<file path="config.mk">
export PLATFORM = sky130hd
export DESIGN_NAME = text_command_calculator_flat
export DESIGN_NICKNAME = d
export VERILOG_FILES = /design/src/rtl/tcc_pkg.sv /design/src/rtl/tcc_ifs.sv /design/src/rtl/tcc_front.sv /design/src/rtl/tcc_queue.sv /design/src/rtl/tcc_back.sv /design/src/rtl/text_command_calculator.sv /design/src/flat_wrapper.sv
export SDC_FILE = /design/constraint.sdc
export NUM_CORES = 1
export LEC_CHECK = 0
export BUFFER_PORTS_ARGS = -buffer_cell sky130_fd_sc_hd__buf_2
export CAP_MARGIN = 20
export CORE_MARGIN = 2
export CORE_UTILIZATION = 30
export DETAILED_ROUTE_END_ITERATION = 8
export PLACE_DENSITY = 0.44
export RECOVER_POWER = 25
export SLEW_MARGIN = 40
export SYNTH_ARGS = -nofsm -noshare
export SYNTH_HDL_FRONTEND = slang
export SYNTH_SLANG_ARGS = --single-unit
export TNS_END_PERCENT = 10
</file>
<file path="constraint.sdc">
create_clock -name clk -period 9.61 [get_ports clk]
set_input_delay 0.4805 -clock clk [delete_from_list [all_inputs] [get_ports clk]]
set_output_delay 0.4805 -clock clk [all_outputs]
set_load 0.05 [all_outputs]
</file>
<file path="src/rtl/tcc_pkg.sv">
`timescale 1ns / 1ps
package tcc_pkg;

  localparam logic [7:0] CH_SPACE = 8'h20;
  localparam logic [7:0] CH_ZERO  = 8'h30;

  // Operation token, first character in the low byte
  localparam logic [23:0] OPS_ADD = 24'h646461;
  localparam logic [23:0] OPS_SUB = 24'h627573;
  localparam logic [23:0] OPS_MUL = 24'h6c756d;
  localparam logic [23:0] OPS_DIV = 24'h766964;

  localparam logic [1:0] OP_CHARS_FULL = 2'd3;
  localparam logic [1:0] TOKEN_LAST    = 2'd3;

  localparam logic [1:0] ST_OK       = 2'd0;
  localparam logic [1:0] ST_BAD_OP   = 2'd1;
  localparam logic [1:0] ST_DIV_ZERO = 2'd2;

  typedef enum logic [2:0] {
    OP_ADD = 3'd0,
    OP_SUB = 3'd1,
    OP_MUL = 3'd2,
    OP_DIV = 3'd3,
    OP_BAD = 3'd4
  } op_t;

  function automatic op_t decode_op(logic [1:0] count, logic [23:0] chars);
    op_t op;
    op = OP_BAD;
    if (count == OP_CHARS_FULL) begin
      if (chars == OPS_ADD) op = OP_ADD;
      else if (chars == OPS_SUB) op = OP_SUB;
      else if (chars == OPS_MUL) op = OP_MUL;
      else if (chars == OPS_DIV) op = OP_DIV;
    end
    return op;
  endfunction

endpackage

</file>
<file path="src/rtl/tcc_ifs.sv">
`timescale 1ns / 1ps
interface tcc_in_if;
  logic       valid;
  logic       ready;
  logic [7:0] char_byte;
  logic       end_of_line;

  modport source (output valid, output char_byte, output end_of_line, input ready);
  modport sink   (input valid, input char_byte, input end_of_line, output ready);
endinterface

interface tcc_out_if;
  logic               valid;
  logic               ready;
  logic signed [31:0] answer;
  logic        [1:0]  status;

  modport source (output valid, output answer, output status, input ready);
  modport sink   (input valid, input answer, input status, output ready);
endinterface

</file>
<file path="src/rtl/tcc_front.sv">
`timescale 1ns / 1ps
module tcc_front
  import tcc_pkg::*;
#(
  parameter int WORD_BITS = 32
) (
  input  logic                 clk,
  input  logic                 rst_n,
  input  logic                 in_valid,
  output logic                 in_ready,
  input  logic [7:0]           in_char_byte,
  input  logic                 in_end_of_line,
  output logic                 cmd_push,
  input  logic                 cmd_space,
  output op_t                  cmd_op,
  output logic [WORD_BITS-1:0] cmd_a,
  output logic [WORD_BITS-1:0] cmd_b
);

  logic [1:0]           tok_r, tok_nxt;
  logic [1:0]           cnt_r, cnt_nxt;
  logic [23:0]          ops_r, ops_nxt;
  logic [WORD_BITS-1:0] a_r, a_nxt;
  logic [WORD_BITS-1:0] b_r, b_nxt;
  logic                 accept;

  function automatic logic [WORD_BITS-1:0] shift_in(logic [WORD_BITS-1:0] x, logic [7:0] c);
    return (x << 3) + (x << 1) + WORD_BITS'(c) - WORD_BITS'(CH_ZERO);
  endfunction

  assign in_ready = cmd_space;
  assign accept   = in_valid && in_ready;

  always_comb begin
    tok_nxt = tok_r;
    cnt_nxt = cnt_r;
    ops_nxt = ops_r;
    a_nxt   = a_r;
    b_nxt   = b_r;
    if (accept) begin
      priority if (in_char_byte == CH_SPACE) begin
        if (tok_r != TOKEN_LAST) tok_nxt = tok_r + 2'd1;
      end else if (tok_r == 2'd0) begin
        if (cnt_r != OP_CHARS_FULL) begin
          unique case (cnt_r)
            2'd0:    ops_nxt[7:0]   = in_char_byte;
            2'd1:    ops_nxt[15:8]  = in_char_byte;
            default: ops_nxt[23:16] = in_char_byte;
          endcase
          cnt_nxt = cnt_r + 2'd1;
        end
      end else if (tok_r == 2'd1) begin
        a_nxt = shift_in(a_r, in_char_byte);
      end else if (tok_r == 2'd2) begin
        b_nxt = shift_in(b_r, in_char_byte);
      end else begin
        // drop bytes of later tokens
      end
    end
  end

  assign cmd_push = accept && in_end_of_line;
  assign cmd_op   = decode_op(cnt_nxt, ops_nxt);
  assign cmd_a    = a_nxt;
  assign cmd_b    = b_nxt;

  always_ff @(posedge clk) begin
    if (!rst_n || cmd_push) begin
      tok_r <= '0;
      cnt_r <= '0;
      ops_r <= '0;
      a_r   <= '0;
      b_r   <= '0;
    end else begin
      tok_r <= tok_nxt;
      cnt_r <= cnt_nxt;
      ops_r <= ops_nxt;
      a_r   <= a_nxt;
      b_r   <= b_nxt;
    end
  end

endmodule

</file>
<file path="src/rtl/tcc_queue.sv">
`timescale 1ns / 1ps
module tcc_queue
  import tcc_pkg::*;
#(
  parameter int WORD_BITS = 32
) (
  input  logic                 clk,
  input  logic                 rst_n,
  input  logic                 push,
  output logic                 space,
  input  op_t                  push_op,
  input  logic [WORD_BITS-1:0] push_a,
  input  logic [WORD_BITS-1:0] push_b,
  output logic                 pop_valid,
  input  logic                 pop_ready,
  output op_t                  pop_op,
  output logic [WORD_BITS-1:0] pop_a,
  output logic [WORD_BITS-1:0] pop_b
);

  localparam int DEPTH = 2;
  localparam int PTR_W = $clog2(DEPTH);
  localparam int CNT_W = $clog2(DEPTH + 1);

  op_t                  op_r [DEPTH];
  logic [WORD_BITS-1:0] a_r  [DEPTH];
  logic [WORD_BITS-1:0] b_r  [DEPTH];
  logic [PTR_W-1:0]     wr_r, wr_nxt;
  logic [PTR_W-1:0]     rd_r, rd_nxt;
  logic [CNT_W-1:0]     cnt_r, cnt_nxt;
  logic                 pop;

  assign space     = (cnt_r != CNT_W'(DEPTH));
  assign pop_valid = (cnt_r != '0);
  assign pop       = pop_valid && pop_ready;
  assign pop_op    = op_r[rd_r];
  assign pop_a     = a_r[rd_r];
  assign pop_b     = b_r[rd_r];

  function automatic logic [PTR_W-1:0] advance(logic [PTR_W-1:0] p);
    return (p == PTR_W'(DEPTH - 1)) ? '0 : p + PTR_W'(1);
  endfunction

  always_comb begin
    wr_nxt  = push ? advance(wr_r) : wr_r;
    rd_nxt  = pop ? advance(rd_r) : rd_r;
    cnt_nxt = cnt_r + CNT_W'(push) - CNT_W'(pop);
  end

  always_ff @(posedge clk) begin
    if (!rst_n) begin
      wr_r  <= '0;
      rd_r  <= '0;
      cnt_r <= '0;
    end else begin
      wr_r  <= wr_nxt;
      rd_r  <= rd_nxt;
      cnt_r <= cnt_nxt;
    end
  end

  always_ff @(posedge clk) begin
    if (push) begin
      op_r[wr_r] <= push_op;
      a_r[wr_r]  <= push_a;
      b_r[wr_r]  <= push_b;
    end
  end

endmodule

</file>
<file path="src/rtl/tcc_back.sv">
`timescale 1ns / 1ps
module tcc_back
  import tcc_pkg::*;
#(
  parameter int WORD_BITS = 32
) (
  input  logic                 clk,
  input  logic                 rst_n,
  input  logic                 cmd_valid,
  output logic                 cmd_ready,
  input  op_t                  cmd_op,
  input  logic [WORD_BITS-1:0] cmd_a,
  input  logic [WORD_BITS-1:0] cmd_b,
  output logic                 out_valid,
  input  logic                 out_ready,
  output logic signed [31:0]   out_answer,
  output logic [1:0]           out_status
);

  localparam int CNT_W = $clog2(WORD_BITS);

  typedef enum logic [4:0] {
    S_IDLE = 5'b00001,
    S_MUL  = 5'b00010,
    S_DIV  = 5'b00100,
    S_FIX  = 5'b01000,
    S_OUT  = 5'b10000
  } bk_state_t;

  bk_state_t            state_r, state_nxt;
  logic [WORD_BITS:0]   acc_r, acc_nxt;
  logic [WORD_BITS-1:0] x_r, x_nxt;
  logic [WORD_BITS-1:0] y_r, y_nxt;
  logic [CNT_W-1:0]     cnt_r, cnt_nxt;
  logic                 neg_r, neg_nxt;
  logic                 is_div_r, is_div_nxt;
  logic [WORD_BITS-1:0] res_r, res_nxt;
  logic [1:0]           st_r, st_nxt;
  logic                 ov_r, ov_nxt;
  logic signed [31:0]   ans_r, ans_nxt;
  logic [1:0]           ost_r, ost_nxt;
  logic [WORD_BITS:0]   rem_sh;
  logic                 rem_ge;

  assign cmd_ready  = (state_r == S_IDLE);
  assign out_valid  = ov_r;
  assign out_answer = ans_r;
  assign out_status = ost_r;

  assign rem_sh = {acc_r[WORD_BITS-1:0], x_r[WORD_BITS-1]};
  assign rem_ge = (rem_sh >= {1'b0, y_r});

  always_comb begin
    state_nxt  = state_r;
    acc_nxt    = acc_r;
    x_nxt      = x_r;
    y_nxt      = y_r;
    cnt_nxt    = cnt_r;
    neg_nxt    = neg_r;
    is_div_nxt = is_div_r;
    res_nxt    = res_r;
    st_nxt     = st_r;
    ov_nxt     = ov_r && !out_ready;
    ans_nxt    = ans_r;
    ost_nxt    = ost_r;
    unique case (state_r)
      S_IDLE: begin
        if (cmd_valid) begin
          acc_nxt = '0;
          cnt_nxt = CNT_W'(WORD_BITS - 1);
          st_nxt  = ST_OK;
          res_nxt = '0;
          unique case (cmd_op)
            OP_ADD: begin
              res_nxt   = cmd_a + cmd_b;
              state_nxt = S_OUT;
            end
            OP_SUB: begin
              res_nxt   = cmd_a - cmd_b;
              state_nxt = S_OUT;
            end
            OP_MUL: begin
              x_nxt      = cmd_a;
              y_nxt      = cmd_b;
              is_div_nxt = 1'b0;
              state_nxt  = S_MUL;
            end
            OP_DIV: begin
              if (cmd_b == '0) begin
                st_nxt    = ST_DIV_ZERO;
                state_nxt = S_OUT;
              end else begin
                // divide magnitudes, fix the sign at the end
                x_nxt      = cmd_a[WORD_BITS-1] ? -cmd_a : cmd_a;
                y_nxt      = cmd_b[WORD_BITS-1] ? -cmd_b : cmd_b;
                neg_nxt    = cmd_a[WORD_BITS-1] ^ cmd_b[WORD_BITS-1];
                is_div_nxt = 1'b1;
                state_nxt  = S_DIV;
              end
            end
            default: begin
              st_nxt    = ST_BAD_OP;
              state_nxt = S_OUT;
            end
          endcase
        end
      end
      S_MUL: begin
        acc_nxt = {1'b0, acc_r[WORD_BITS-1:0] + (y_r[0] ? x_r : '0)};
        x_nxt   = x_r << 1;
        y_nxt   = y_r >> 1;
        cnt_nxt = cnt_r - CNT_W'(1);
        if (cnt_r == '0) state_nxt = S_FIX;
      end
      S_DIV: begin
        acc_nxt = rem_ge ? rem_sh - {1'b0, y_r} : rem_sh;
        x_nxt   = {x_r[WORD_BITS-2:0], rem_ge};
        cnt_nxt = cnt_r - CNT_W'(1);
        if (cnt_r == '0) state_nxt = S_FIX;
      end
      S_FIX: begin
        if (is_div_r) res_nxt = neg_r ? -x_r : x_r;
        else          res_nxt = acc_r[WORD_BITS-1:0];
        state_nxt = S_OUT;
      end
      S_OUT: begin
        // hold until the output register is free
        if (!ov_r || out_ready) begin
          ov_nxt    = 1'b1;
          ans_nxt   = 32'($signed(res_r));
          ost_nxt   = st_r;
          state_nxt = S_IDLE;
        end
      end
      default: state_nxt = S_IDLE;
    endcase
  end

  always_ff @(posedge clk) begin
    if (!rst_n) begin
      state_r <= S_IDLE;
      ov_r    <= 1'b0;
    end else begin
      state_r <= state_nxt;
      ov_r    <= ov_nxt;
    end
  end

  always_ff @(posedge clk) begin
    acc_r    <= acc_nxt;
    x_r      <= x_nxt;
    y_r      <= y_nxt;
    cnt_r    <= cnt_nxt;
    neg_r    <= neg_nxt;
    is_div_r <= is_div_nxt;
    res_r    <= res_nxt;
    st_r     <= st_nxt;
    ans_r    <= ans_nxt;
    ost_r    <= ost_nxt;
  end

endmodule

</file>
<file path="src/rtl/text_command_calculator.sv">
`timescale 1ns / 1ps
// Channel  Direction  Word                          Accepted when
// in_ch    in         char_byte[7:0], end_of_line   valid && ready
// out_ch   out        answer[31:0], status[1:0]     valid && ready
//
// The parser takes one byte per cycle; it stalls only while the two-entry
// command queue is full. Add, sub and error lines go from idle straight to
// the output state; mul and div first run the shared one-bit-per-cycle
// shift-add / restoring-divide datapath, then a fix-up state.
// Synchronous active-low reset empties the queue and parser state; no
// clearing pass. The output register lets the executor finish while a result
// waits to be taken.
module text_command_calculator
  import tcc_pkg::*;
#(
  parameter int WORD_BITS = 32
) (
  input logic        clk,
  input logic        rst_n,
  tcc_in_if.sink     in_ch,
  tcc_out_if.source  out_ch
);

  logic                 q_push;
  logic                 q_space;
  op_t                  q_push_op;
  logic [WORD_BITS-1:0] q_push_a;
  logic [WORD_BITS-1:0] q_push_b;
  logic                 q_valid;
  logic                 q_ready;
  op_t                  q_op;
  logic [WORD_BITS-1:0] q_a;
  logic [WORD_BITS-1:0] q_b;

  tcc_front #(.WORD_BITS(WORD_BITS)) u_front (
    .clk            (clk),
    .rst_n          (rst_n),
    .in_valid       (in_ch.valid),
    .in_ready       (in_ch.ready),
    .in_char_byte   (in_ch.char_byte),
    .in_end_of_line (in_ch.end_of_line),
    .cmd_push       (q_push),
    .cmd_space      (q_space),
    .cmd_op         (q_push_op),
    .cmd_a          (q_push_a),
    .cmd_b          (q_push_b)
  );

  tcc_queue #(.WORD_BITS(WORD_BITS)) u_queue (
    .clk       (clk),
    .rst_n     (rst_n),
    .push      (q_push),
    .space     (q_space),
    .push_op   (q_push_op),
    .push_a    (q_push_a),
    .push_b    (q_push_b),
    .pop_valid (q_valid),
    .pop_ready (q_ready),
    .pop_op    (q_op),
    .pop_a     (q_a),
    .pop_b     (q_b)
  );

  tcc_back #(.WORD_BITS(WORD_BITS)) u_back (
    .clk        (clk),
    .rst_n      (rst_n),
    .cmd_valid  (q_valid),
    .cmd_ready  (q_ready),
    .cmd_op     (q_op),
    .cmd_a      (q_a),
    .cmd_b      (q_b),
    .out_valid  (out_ch.valid),
    .out_ready  (out_ch.ready),
    .out_answer (out_ch.answer),
    .out_status (out_ch.status)
  );

`ifndef NO_ASSERTIONS
  a_reset_empty: assert property (@(posedge clk)
    !rst_n |=> !out_ch.valid && !q_valid)
    else $error("queue or output not empty after reset");

  a_error_zero: assert property (@(posedge clk) disable iff (!rst_n)
    out_ch.valid && out_ch.status != ST_OK |-> out_ch.answer == 32'sd0)
    else $error("error result with nonzero answer");

  a_line_queued: assert property (@(posedge clk) disable iff (!rst_n)
    q_push |=> q_valid)
    else $error("finished line missing from command queue");
`endif

endmodule

</file>
<file path="src/flat_wrapper.sv">
// flat-port wrapper written by rule: the top's interface ports become plain ports
module text_command_calculator_flat import tcc_pkg::*;
#(
  parameter int WORD_BITS = 32
)
  (clk, rst_n, in_ch_valid, in_ch_char_byte, in_ch_end_of_line, in_ch_ready, out_ch_valid, out_ch_answer, out_ch_status, out_ch_ready);
  tcc_in_if in_ch_i ();
  tcc_out_if out_ch_i ();
  input logic clk;
  input logic rst_n;
  input wire logic [$bits(in_ch_i.valid)-1:0] in_ch_valid;
  input wire logic [$bits(in_ch_i.char_byte)-1:0] in_ch_char_byte;
  input wire logic [$bits(in_ch_i.end_of_line)-1:0] in_ch_end_of_line;
  output wire logic [$bits(in_ch_i.ready)-1:0] in_ch_ready;
  output wire logic [$bits(out_ch_i.valid)-1:0] out_ch_valid;
  output wire logic [$bits(out_ch_i.answer)-1:0] out_ch_answer;
  output wire logic [$bits(out_ch_i.status)-1:0] out_ch_status;
  input wire logic [$bits(out_ch_i.ready)-1:0] out_ch_ready;
  assign in_ch_i.valid = in_ch_valid;
  assign in_ch_i.char_byte = in_ch_char_byte;
  assign in_ch_i.end_of_line = in_ch_end_of_line;
  assign in_ch_ready = in_ch_i.ready;
  assign out_ch_valid = out_ch_i.valid;
  assign out_ch_answer = out_ch_i.answer;
  assign out_ch_status = out_ch_i.status;
  assign out_ch_i.ready = out_ch_ready;
  text_command_calculator #(.WORD_BITS(WORD_BITS)) u_core (.clk(clk), .rst_n(rst_n), .in_ch(in_ch_i), .out_ch(out_ch_i));
endmodule
</file>
Yosys cells after proc, flatten, opt, wreduce, memory -nomap -nowiden
Memories as Yosys holds them, arrays and structs flattened. A register that Yosys moved wholly into a read port is not among the register bits. Index checks and enable logic that the tools add are counted.

Output and inout bits: 36. Register bits after elaboration: 273. ROM bits: 0. Bits in writable memories: 134. Memories kept: 3. Logic and storage cells: 174. Input port bits: 13. Bits in latches: 0.

Memory list: u_core.u_queue.a_r (depth 2, bits a word 32, read ports 1, clocked after memory_dff 1, wr ports 1, RTL line tcc_queue.sv:26) `logic [WORD_BITS-1:0] a_r [DEPTH];`; u_core.u_queue.b_r (depth 2, bits a word 32, read ports 1, clocked after memory_dff 1, wr ports 1, RTL line tcc_queue.sv:27) `logic [WORD_BITS-1:0] b_r [DEPTH];`; u_core.u_queue.op_r (depth 2, bits a word 3, read ports 1, clocked after memory_dff 1, wr ports 1, RTL line tcc_queue.sv:25) `op_t op_r [DEPTH];`.

Eq/ne operators: 26. Reduce and logical (&&, ||, !) cells: 34. Bitwise logic cells: 2. Add/sub/neg operators: 20. Mux-type cells: 68. Shift-type cells: 0. Magnitude comparators: 1. Multiply operators: 0. Divide/modulo/power cells: 0.

Operator list (number): $mux W32 (21); $pmux W32 S2 (5); $pmux W32 S3 (2); $add A32 B32 Y32 (4); $eq A24 B23 Y1 const B (4); $mux W24 (4); $neg A32 Y32 (3); $add A32 B8 Y32 (2); $sub A32 B32 Y32 (2); $sub A32 B6 Y32 const B (2); $ge A33 B32 Y1 (1); $logic_not A32 Y1 (1); $mux W5 (5); $mux W8 (3); $pmux W5 S2 (2); $pmux W5 S4 (1); $reduce_and A4 Y1 (4); $mux W3 (5); $mux W1 (13); $ne A2 B2 Y1 const B (6); $mux W2 (5); $reduce_and A2 Y1 (5); $reduce_bool A2 Y1 (5); $eq A8 B6 Y1 const B (1); 30 further kinds (45).

Longest topological paths before layout
Gate-level depths: netlist of the first run.

Depth after elaboration: 13. Gate-level depth with buffers: 28. Gate-level depth less buffers: 21.

Modules after synthesis
From an unflattened synthesis of the first run, not the netlist that was laid out.

Cell total of the unflattened synthesis: 3093. Area, all modules: 29165.5 µm².

Modules (own cells, without submodules): tcc_back (area each 14970.6 µm², cells an instance 1692, seq. area each 5255.0 µm², times used 1); tcc_front (area each 9006.1 µm², cells an instance 1170, seq. area each 1841.8 µm², times used 1); tcc_queue (area each 5188.7 µm², cells an instance 231, seq. area each 4124.0 µm², times used 1).

Least setup slack after synthesis of the first run
No wires, ideal clock.

Path kind: register to register. From: register with a tool-made name. To: register u_core.u_back.res_r[30], data pin. Setup time: 0.274 ns. Data arrival time: 5.851 ns. Period minus slack after synthesis: 6.125 ns. Buffers on the path: 7. Cell stages (with the launch flop): 28. Path slack: 3.485 ns. Required time: 9.336 ns. Cells stage by stage: dfxtp_1 buf_4 buf_6 buf_6 buf_2 buf_2 buf_1 buf_2 mux2i_1 ha_1 o21ai_0 or3_1 or2_2 nor3_1 o21a_1 nor2_1 xor2_1 ha_1 nand2_1 o21ai_0 a2111oi_0 a211oi_1 o211ai_1 a41oi_1 a21o_1 a21oi_1 xnor2_1 o22ai_1.

RTL lines: end signal, assigned (RTL line tcc_back.sv:156) `res_r <= res_nxt;`; end, declared (RTL line tcc_back.sv:37) `logic [WORD_BITS-1:0] res_r, res_nxt;`.

==> run summary, run 1 <==
Status -> complete, but fails checks
Failing checks -> max-capacitance violations, max-slew violations
Post_cts resized -> 0
Hold_buf cts -> 0
Critical path endpoint category -> flop
Seq/Total Area, Yosys -> 39.54%
Post-route setup slack -> 2.359 ns
Port bufs -> 48
Die Area -> 97080 um^2
Area leader, netlist -> edfxtp_1
Total clock sinks -> 408
P_leak -> 12.57 nW
Root buffer cell -> clkbuf_16
Max Cap Violations -> 6
Delay-heaviest family, CP -> compound AO/OA/AOI/OAI gates
#FFs+latches synth -> 408
Placement Setup Slack -> 3.675 ns
Remaining DRCs -> 0
Synth area leaders -> edfxtp_1 (32%), ha_1 (12%), dfxtp_1 (7.3%)
Crit path buf inv count -> 0
Worst min path class -> in2reg
Min cycle time layout -> 7.251 ns
Maximum fanout along the worst path -> 55
Worst vdd ir -> 146.1 uV
First-pass iteration count of the detailed router -> 5
Fillers -> 9585
GP Congestion -> 0.8715
Largest net degree at the start of global routing -> 66
Post-route clock period utilization -> 75.45%
CTS Buffer Depth -> 3
Drt initial violations -> 1214
Worst R2R Setup Slack -> 2.36 ns
Die height -> 311.6 um
GRT Total Usage -> 17.18%
Clock-pin slew on the worst setup and hold paths -> 0.06 ns
Hold Vio Cnt, Final -> 0
Synthesis-to-finish area growth -> 11.48%
Worst setup SP type -> flop
EDFF count, synth -> 305
DIE WIDTH -> 311.6 um
Crit path kind -> reg2reg
Post-route clock skew -> 0.03568 ns
Layout Utilization -> 33.85%
Avg WL per Cell -> 19.42 um
Post-Place Cells -> 4250
Vias in the first global route -> 21070
Row cnt -> 112
Synthesized area per cell -> 9.388 um^2
Post-route ant nets -> 0
Net Count, Synth -> 3321
Max Freq -> 0.1379 GHz
Vias per std cell -> 4.931
List of most frequent post-synthesis cells -> edfxtp_1 (305), ha_1 (270), inv_1 (266)
Cells after synthesis -> 3023
Nets -> 3346
Worst Path Required -> 9.91 ns
Diode count -> 0
Max incr delay on CP -> 2.01 ns
Filler-free cell count of the finished design -> 4344
Unrepaired setup endpoints after global routing -> false
Routed WL -> 84.36 mm
Worst-skew pair later-pin latency -> 0.64 ns
Async SR Flop Fraction -> 0%
WHS -> 0.1837 ns
Area after DPL -> 30100 um^2
First-pass GRT wire length -> 129.5 mm
Initial Utilization -> 30.36%
Distinct cell type count after synthesis -> 85
CTS H-tree depth -> 2
Post-CTS setup buffers -> 0
Count leader, synth -> edfxtp_1
Synthesized area -> 28380 um^2
Antenna violations before repair -> 3
PwrDens -> 234.5 nW/um^2
Max-Slew Margin vs Limit -> -138.3%
Setup_tns -> 0 ns
Max-slew violation count -> 295
Worst path cell trace -> mux2i_1, ha_1, o21ai_0, or3_1, or2_2, nor3_1, o21a_1, nor2_1, xor2_1, ha_1, nand2_1, o21ai_0, a2111oi_0, a211oi_1, o211ai_1, a41oi_1, a21o_1, a21oi_1, xnor2_1, o22ai_1
DR vias -> 21420
HPWL Detailed -> 66.28 mm
CTS tree -> built
Core Area -> 93470 um^2
Share of layout cells above drive strength 1 -> 5.728%
# setup viols final -> 0
IO Count -> 49
Yosys warning count -> 0
Grt total ovfl -> 0
Worst-Margin Slew -> 3.574 ns
Main synth FF type -> edfxtp_1
Top cell type's share of synthesized area -> 32.27%
Slowest-stage cell, CP -> dfxtp_1
Worst Path Arrival -> 7.56 ns
Final Total Pwr -> 7.418 mW
Design area -> 31640 um^2
CTS Buf Count -> 50
[logic make-up (layout without fill, tap and decap cells)]
family,count (synthesis),after routing,share of synthesized area (%)
compound gates,725,725,15.74
flops,408,408,39.54
fa+ha+maj,285,285,12.96
mux,103,103,3.752
buf+inv,372,439,5.079
xor+xnor,261,261,8.054
simple gates,869,869,14.88
[layout make-up]
| cell class | count | area [um^2] | area share [%] |
|---|---|---|---|
| clock buffer | 63 | 1363 | 4.307 |
| clock inverter | 31 | 302.8 | 0.9570 |
| multi-input combinational | 2243 | 15780 | 49.89 |
| tap | 1254 | 1569 | 4.959 |
| timing repair buffer | 78 | 397.9 | 1.258 |
| sequential | 408 | 11220 | 35.46 |
| inverter | 267 | 1002 | 3.168 |
[worst register-to-register path, stage by stage (launching register included)]
cell       delay (ns)
dfxtp_1          2.01
mux2i_1          0.51
ha_1             0.26
o21ai_0          0.18
or3_1            0.42
or2_2            0.32
nor3_1           0.28
o21a_1           0.20
nor2_1           0.06
xor2_1           0.16
ha_1             0.35
nand2_1          0.11
o21ai_0          0.10
a2111oi_0        0.63
a211oi_1         0.30
o211ai_1         0.26
a41oi_1          0.18
a21o_1           0.21
a21oi_1          0.17
xnor2_1          0.15
o22ai_1          0.08
[cell usage in the layout, fill, tap and decap left out, types with 107 or more instances in the layout]
cell	instances
edfxtp_1	305
ha_1	270
inv_1	266
nand2_1	262
nor2_1	224
o21ai_0	218
a21oi_1	192
xnor2_1	138
xor2_1	123
and2_1	107
[power by group]
| part | leakage [nW] | internal (mW) | switching (mW) | total [mW] |
|---|---|---|---|---|
| combinational | 8.12 | 1.11 | 1.88 | 2.99 |
| clock | 0.789 | 1.12 | 0.808 | 1.93 |
| sequential | 3.66 | 2.23 | 0.271 | 2.50 |
| total | 12.6 | 4.46 | 2.95 | 7.42 |
[sequential cells by signal, summed over array words and instances (netlist names), 2 cells and up, named ones only]
signal and flops:
u_core.u_back.out_answer 32, u_core.u_queue.b_r 64, u_core.u_queue.op_r 6, u_core.u_back.out_status 2, u_core.u_back.st_r 2, u_core.u_back.y_r 32, u_core.u_back.x_r 32, u_core.u_front.cnt_r 2
u_core.u_back.acc_r 32, u_core.u_front.b_r 32, u_core.u_front.a_r 32, u_core.u_queue.cnt_r 2, u_core.u_back.res_r 32, u_core.u_front.tok_r 2, u_core.u_queue.a_r 64, u_core.u_back.state_r 5
u_core.u_back.cnt_r 5, u_core.u_front.ops_r 24
[final timing paths]
path                                         startpoint                            to  depth (start not counted)
worst max-delay path                               flop       u_core.u_back.res_r[30]                         20
worst min-delay path                              rst_n      u_core.u_back.state_r[0]                          2
worst min register to register  u_core.u_back.res_r[15]  u_core.u_back.out_answer[15]                          0
worst max register to register                     flop       u_core.u_back.res_r[30]                         20
[routing by layer]
layer / GRT usage [%] / vias up / share of wire, %
met3: 2.056 / 80 / 3.3
met1: 24.72 / 10220 / 50
li1: - / 10770 / -
met2: 26.92 / 348 / 44
met5: 0 / - / 0
met4: 5.026 / 0 / 2.8
No activity file was read; power rests on OpenSTA's default activity.
==> run 2, diff against run 1 <==
--- a/config.mk
+++ b/config.mk
@@ -5,6 +5,7 @@
 export SDC_FILE = /design/constraint.sdc
 export NUM_CORES = 1
 export LEC_CHECK = 0
+export ABC_AREA = 1
 export BUFFER_PORTS_ARGS = -buffer_cell sky130_fd_sc_hd__buf_2
 export CAP_MARGIN = 20
 export CORE_MARGIN = 2
==> constraint.sdc (replaced) <==
create_clock -name clk -period 7.1 [get_ports clk]
set_input_delay 0.355 -clock clk [delete_from_list [all_inputs] [get_ports clk]]
set_output_delay 0.355 -clock clk [all_outputs]
set_load 0.05 [all_outputs]
==> run 2 against run 1 <==
The run still ends with max-capacitance violations, max-slew violations left. Total power increased by 64%. Register-to-register slack got worse by 0.34 ns. Maximum frequency increased by 43%. First-iteration DRC count increased by 74%. Sequential share of layout area decreased by 3.2 points. Non-clock buffer count decreased by 1. Core utilization decreased by 0.36 points. Sequential power increased by 43%. Hold slack got worse by 0.12 ns. Largest cell class unchanged.
==> run summary, run 2 <==
Status -> complete, but fails checks (unchanged)
Failing checks -> max-capacitance violations, max-slew violations (unchanged)
Post-CTS setup buffers -> 0 (unchanged)
Cells after synthesis -> 4270 (was 3023)
Die height -> 327.9 um (was 311.6 um)
Area leader, netlist -> edfxtp_1 (unchanged)
# setup viols final -> 0 (unchanged)
Commonest non-fill, non-tap cells in the layout -> nand2_1 (1028), inv_1 (641), nor2_1 (384), a21oi_1 (349), o21ai_0 (307) (was edfxtp_1 (305), ha_1 (270), inv_1 (266), nand2_1 (262), nor2_1 (224))
Post-route ant nets -> 0 (unchanged)
Unrepaired setup endpoints after global routing -> false (unchanged)
Nets -> 4595 (was 3346)
Worst setup SP type -> flop (unchanged)
Net Count, Synth -> 4568 (was 3321)
Yosys warning count -> 0 (unchanged)
EDFF count, synth -> 305 (unchanged)
Crit path buf inv count -> 1 (was 0)
P_leak -> 15.90 nW (was 12.57 nW)
Delay-heaviest family, CP -> compound AO/OA/AOI/OAI gates (unchanged)
Count leader, synth -> nand2_1 (was edfxtp_1)
Top cell type's share of synthesized area -> 29.11% (was 32.27%)
#FFs+latches synth -> 408 (unchanged)
Remaining DRCs -> 0 (unchanged)
Synthesized area per cell -> 7.369 um^2 (was 9.388 um^2)
List of most frequent post-synthesis cells -> nand2_1 (1029), inv_1 (643), nor2_1 (389) (was edfxtp_1 (305), ha_1 (270), inv_1 (266))
Grt total ovfl -> 0 (unchanged)
Row cnt -> 118 (was 112)
GP Congestion -> 0.9168 (was 0.8715)
Share of layout cells above drive strength 1 -> 5.461% (was 5.728%)
Worst-Margin Slew -> 3.937 ns (was 3.574 ns)
R2R depth -> 16 (was 20)
Worst-skew pair later-pin latency -> 0.65 ns (was 0.64 ns)
Worst Path Arrival -> 5.44 ns (was 7.56 ns)
Synthesis-to-finish area growth -> 10.45% (was 11.48%)
Seq/Total Area, Yosys -> 35.66% (was 39.54%)
Synth area leaders -> edfxtp_1 (29%), nand2_1 (12%), ha_1 (11%) (was edfxtp_1 (32%), ha_1 (12%), dfxtp_1 (7.3%))
Distinct cell type count after synthesis -> 60 (was 85)
GRT Total Usage -> 19.83% (was 17.18%)
First-pass iteration count of the detailed router -> 5 (unchanged)
Maximum fanout along the worst path -> 51 (was 55)
Max-Slew Margin vs Limit -> -162.5% (was -138.3%)
Worst Path Required -> 7.45 ns (was 9.91 ns)
Critical path endpoint category -> flop (unchanged)
Port bufs -> 48 (unchanged)
Max Freq -> 0.1967 GHz (was 0.1379 GHz)
Max-slew violation count -> 269 (was 295)
Worst Hold End -> u_core.u_front.ops_r[14] (was u_core.u_back.state_r[0])
Initial Utilization -> 30.32% (was 30.36%)
Crit path kind -> reg2reg (unchanged)
CTS tree -> built (unchanged)
IO Count -> 49 (unchanged)
CTS Buffer Depth -> 3 (unchanged)
Setup_tns -> 0 ns (unchanged)
Post-route clock skew -> 0.04375 ns (was 0.03568 ns)
Largest net degree at the start of global routing -> 68 (was 66)
Final Total Pwr -> 12.18 mW (was 7.418 mW)
Commonest non-fill, non-tap cell in the layout -> nand2_1 (was edfxtp_1)
Slowest-stage cell, CP -> dfxtp_4 (was dfxtp_1)
CTS Buf Count -> 51 (was 50)
Main synth FF type -> edfxtp_1 (unchanged)
Post-route setup slack -> 2.015 ns (was 2.359 ns)
Max incr delay on CP -> 0.69 ns (was 2.01 ns)
Drt initial violations -> 2115 (was 1214)
HPWL Detailed -> 87.37 mm (was 66.28 mm)
Diode count -> 0 (unchanged)
Clock-pin slew on the worst setup and hold paths -> 0.06 ns (about the same)
DR vias -> 27950 (was 21420)
Die Area -> 107500 um^2 (was 97080 um^2)
Worst vdd ir -> 185.9 uV (was 146.1 uV)
Min-delay src -> in_ch_char_byte[6] (was rst_n)
Min cycle time layout -> 5.085 ns (was 7.251 ns)
Hold_buf cts -> 0 (unchanged)
Filler-free cell count of the finished design -> 5720 (was 4344)
Hold path cells -> 3 (was 2)
Avg WL per Cell -> 18.86 um (was 19.42 um)
Vias per std cell -> 4.887 (was 4.931)
Hold Vio Cnt, Final -> 0 (unchanged)
WHS -> 0.06256 ns (was 0.1837 ns)
Root buffer cell -> clkbuf_16 (unchanged)
Async SR Flop Fraction -> 0% (unchanged)
Post-route clock period utilization -> 71.62% (was 75.45%)
PwrDens -> 350.4 nW/um^2 (was 234.5 nW/um^2)
DIE WIDTH -> 327.9 um (was 311.6 um)
Routed WL -> 107.9 mm (was 84.36 mm)
First-pass GRT wire length -> 163.6 mm (was 129.5 mm)
Largest registers -> u_core.u_queue.a_r (64), u_core.u_queue.b_r (64) (unchanged)
Antenna violations before repair -> 4 (was 3)
Worst path cell trace -> buf_4, nand2_1, o21ai_2, nand4_1, nor2_4, nand2_4, nor2_4, xor2_1, o21ai_0, ha_1, a21oi_1, o21ai_0, a21oi_1, nand2_1, o21ai_0, nand2_1 (was mux2i_1, ha_1, o21ai_0, or3_1, or2_2, nor3_1, o21a_1, nor2_1, xor2_1, ha_1, nand2_1, o21ai_0, a2111oi_0, a211oi_1, o211ai_1, a41oi_1, a21o_1, a21oi_1, xnor2_1, o22ai_1)
CTS H-tree depth -> 2 (unchanged)
Post_cts resized -> 0 (unchanged)
Total clock sinks -> 408 (unchanged)
Worst min path class -> in2reg (unchanged)
Worst R2R Setup Slack -> 2.01 ns (was 2.36 ns)
FF-to-FF End -> u_core.u_back.res_r[16] (was u_core.u_back.res_r[30])
Core Area -> 103800 um^2 (was 93470 um^2)
Placement Setup Slack -> 1.966 ns (was 3.675 ns)
Max Cap Violations -> 5 (was 6)
Post-Place Cells -> 5624 (was 4250)
Synthesized area -> 31470 um^2 (was 28380 um^2)
Vias in the first global route -> 27010 (was 21070)
[run 2: worst max path at each step]
stage                               endpoint                     from  cells past startpoint  slack, ns
floorplan           u_core.u_queue.a_r[0][0]  u_core.u_queue.cnt_r[0]                      6       2.64
global placement     u_core.u_back.res_r[16]                     flop                     17       1.96
detailed placement   u_core.u_back.res_r[16]                     flop                     17       1.97
CTS                  u_core.u_back.res_r[16]                     flop                     17       1.96
global route         u_core.u_back.res_r[31]                     flop                     21       1.61
finish               u_core.u_back.res_r[16]                     flop                     16       2.01
[run 2: kinds of logic (layout without fill, tap and decap cells)]
family                   after synthesis  count (layout)  share of synthesized area (%)
XOR/XNOR                             105             105                          2.923
buffers and inverters                755             825                          9.515
adder cells (fa/ha/maj)              285             285                          11.69
AO/OA/AOI/OAI                        870             870                          15.40
multiplexers                           1               1                        0.04373
flip-flops                           408             408                          35.66
AND/OR/NAND/NOR                     1846            1846                          24.77
[run 2: layout make-up]
type | count | area, um^2
clock buffers | 67 | 1399
repair buffers | 77 | 386.6
flip-flops and latches | 408 | 11220
inverters | 652 | 2449
well taps | 1380 | 1727
clock inverters | 29 | 235.2
multi-input cells | 3107 | 17330
fillers | 11250 | 69040
[run 2: worst register-to-register path: cells and delay by family (launching register included)]
kind | cells | cell delay (ns)
compound gates | 6 | 1.83
simple gates | 7 | 1.13
flops | 1 | 0.69
buf+inv | 1 | 0.62
fa+ha+maj | 1 | 0.41
xor+xnor | 1 | 0.11
[run 2: metrics by stage]
stage	util, %	cell area, um^2
2_1_floorplan	-	31470
3_3_place_gp	31.98	33200
3_5_place_dp	31.99	33210
4_1_cts	33.57	34840
5_1_grt	33.48	34750
6_report	33.48	34750
[run 2: per-layer routing]
metal	share of wire [%]	track usage, %	up-vias	routed length (um)
met3	3.8	2.325	121	4114
met5	0	0	-	0
met4	2.5	5.036	0	2728
met2	45	32.11	559	48740
li1	-	-	14250	-
met1	48	27.95	13020	52310
[run 2: report_power, final]
group	leakage, nW	internal, mW	switching, mW
registers	3.67	3.12	0.452
logic	11.4	1.74	4.32
clock network	0.789	1.44	1.11
total	15.9	6.30	5.88
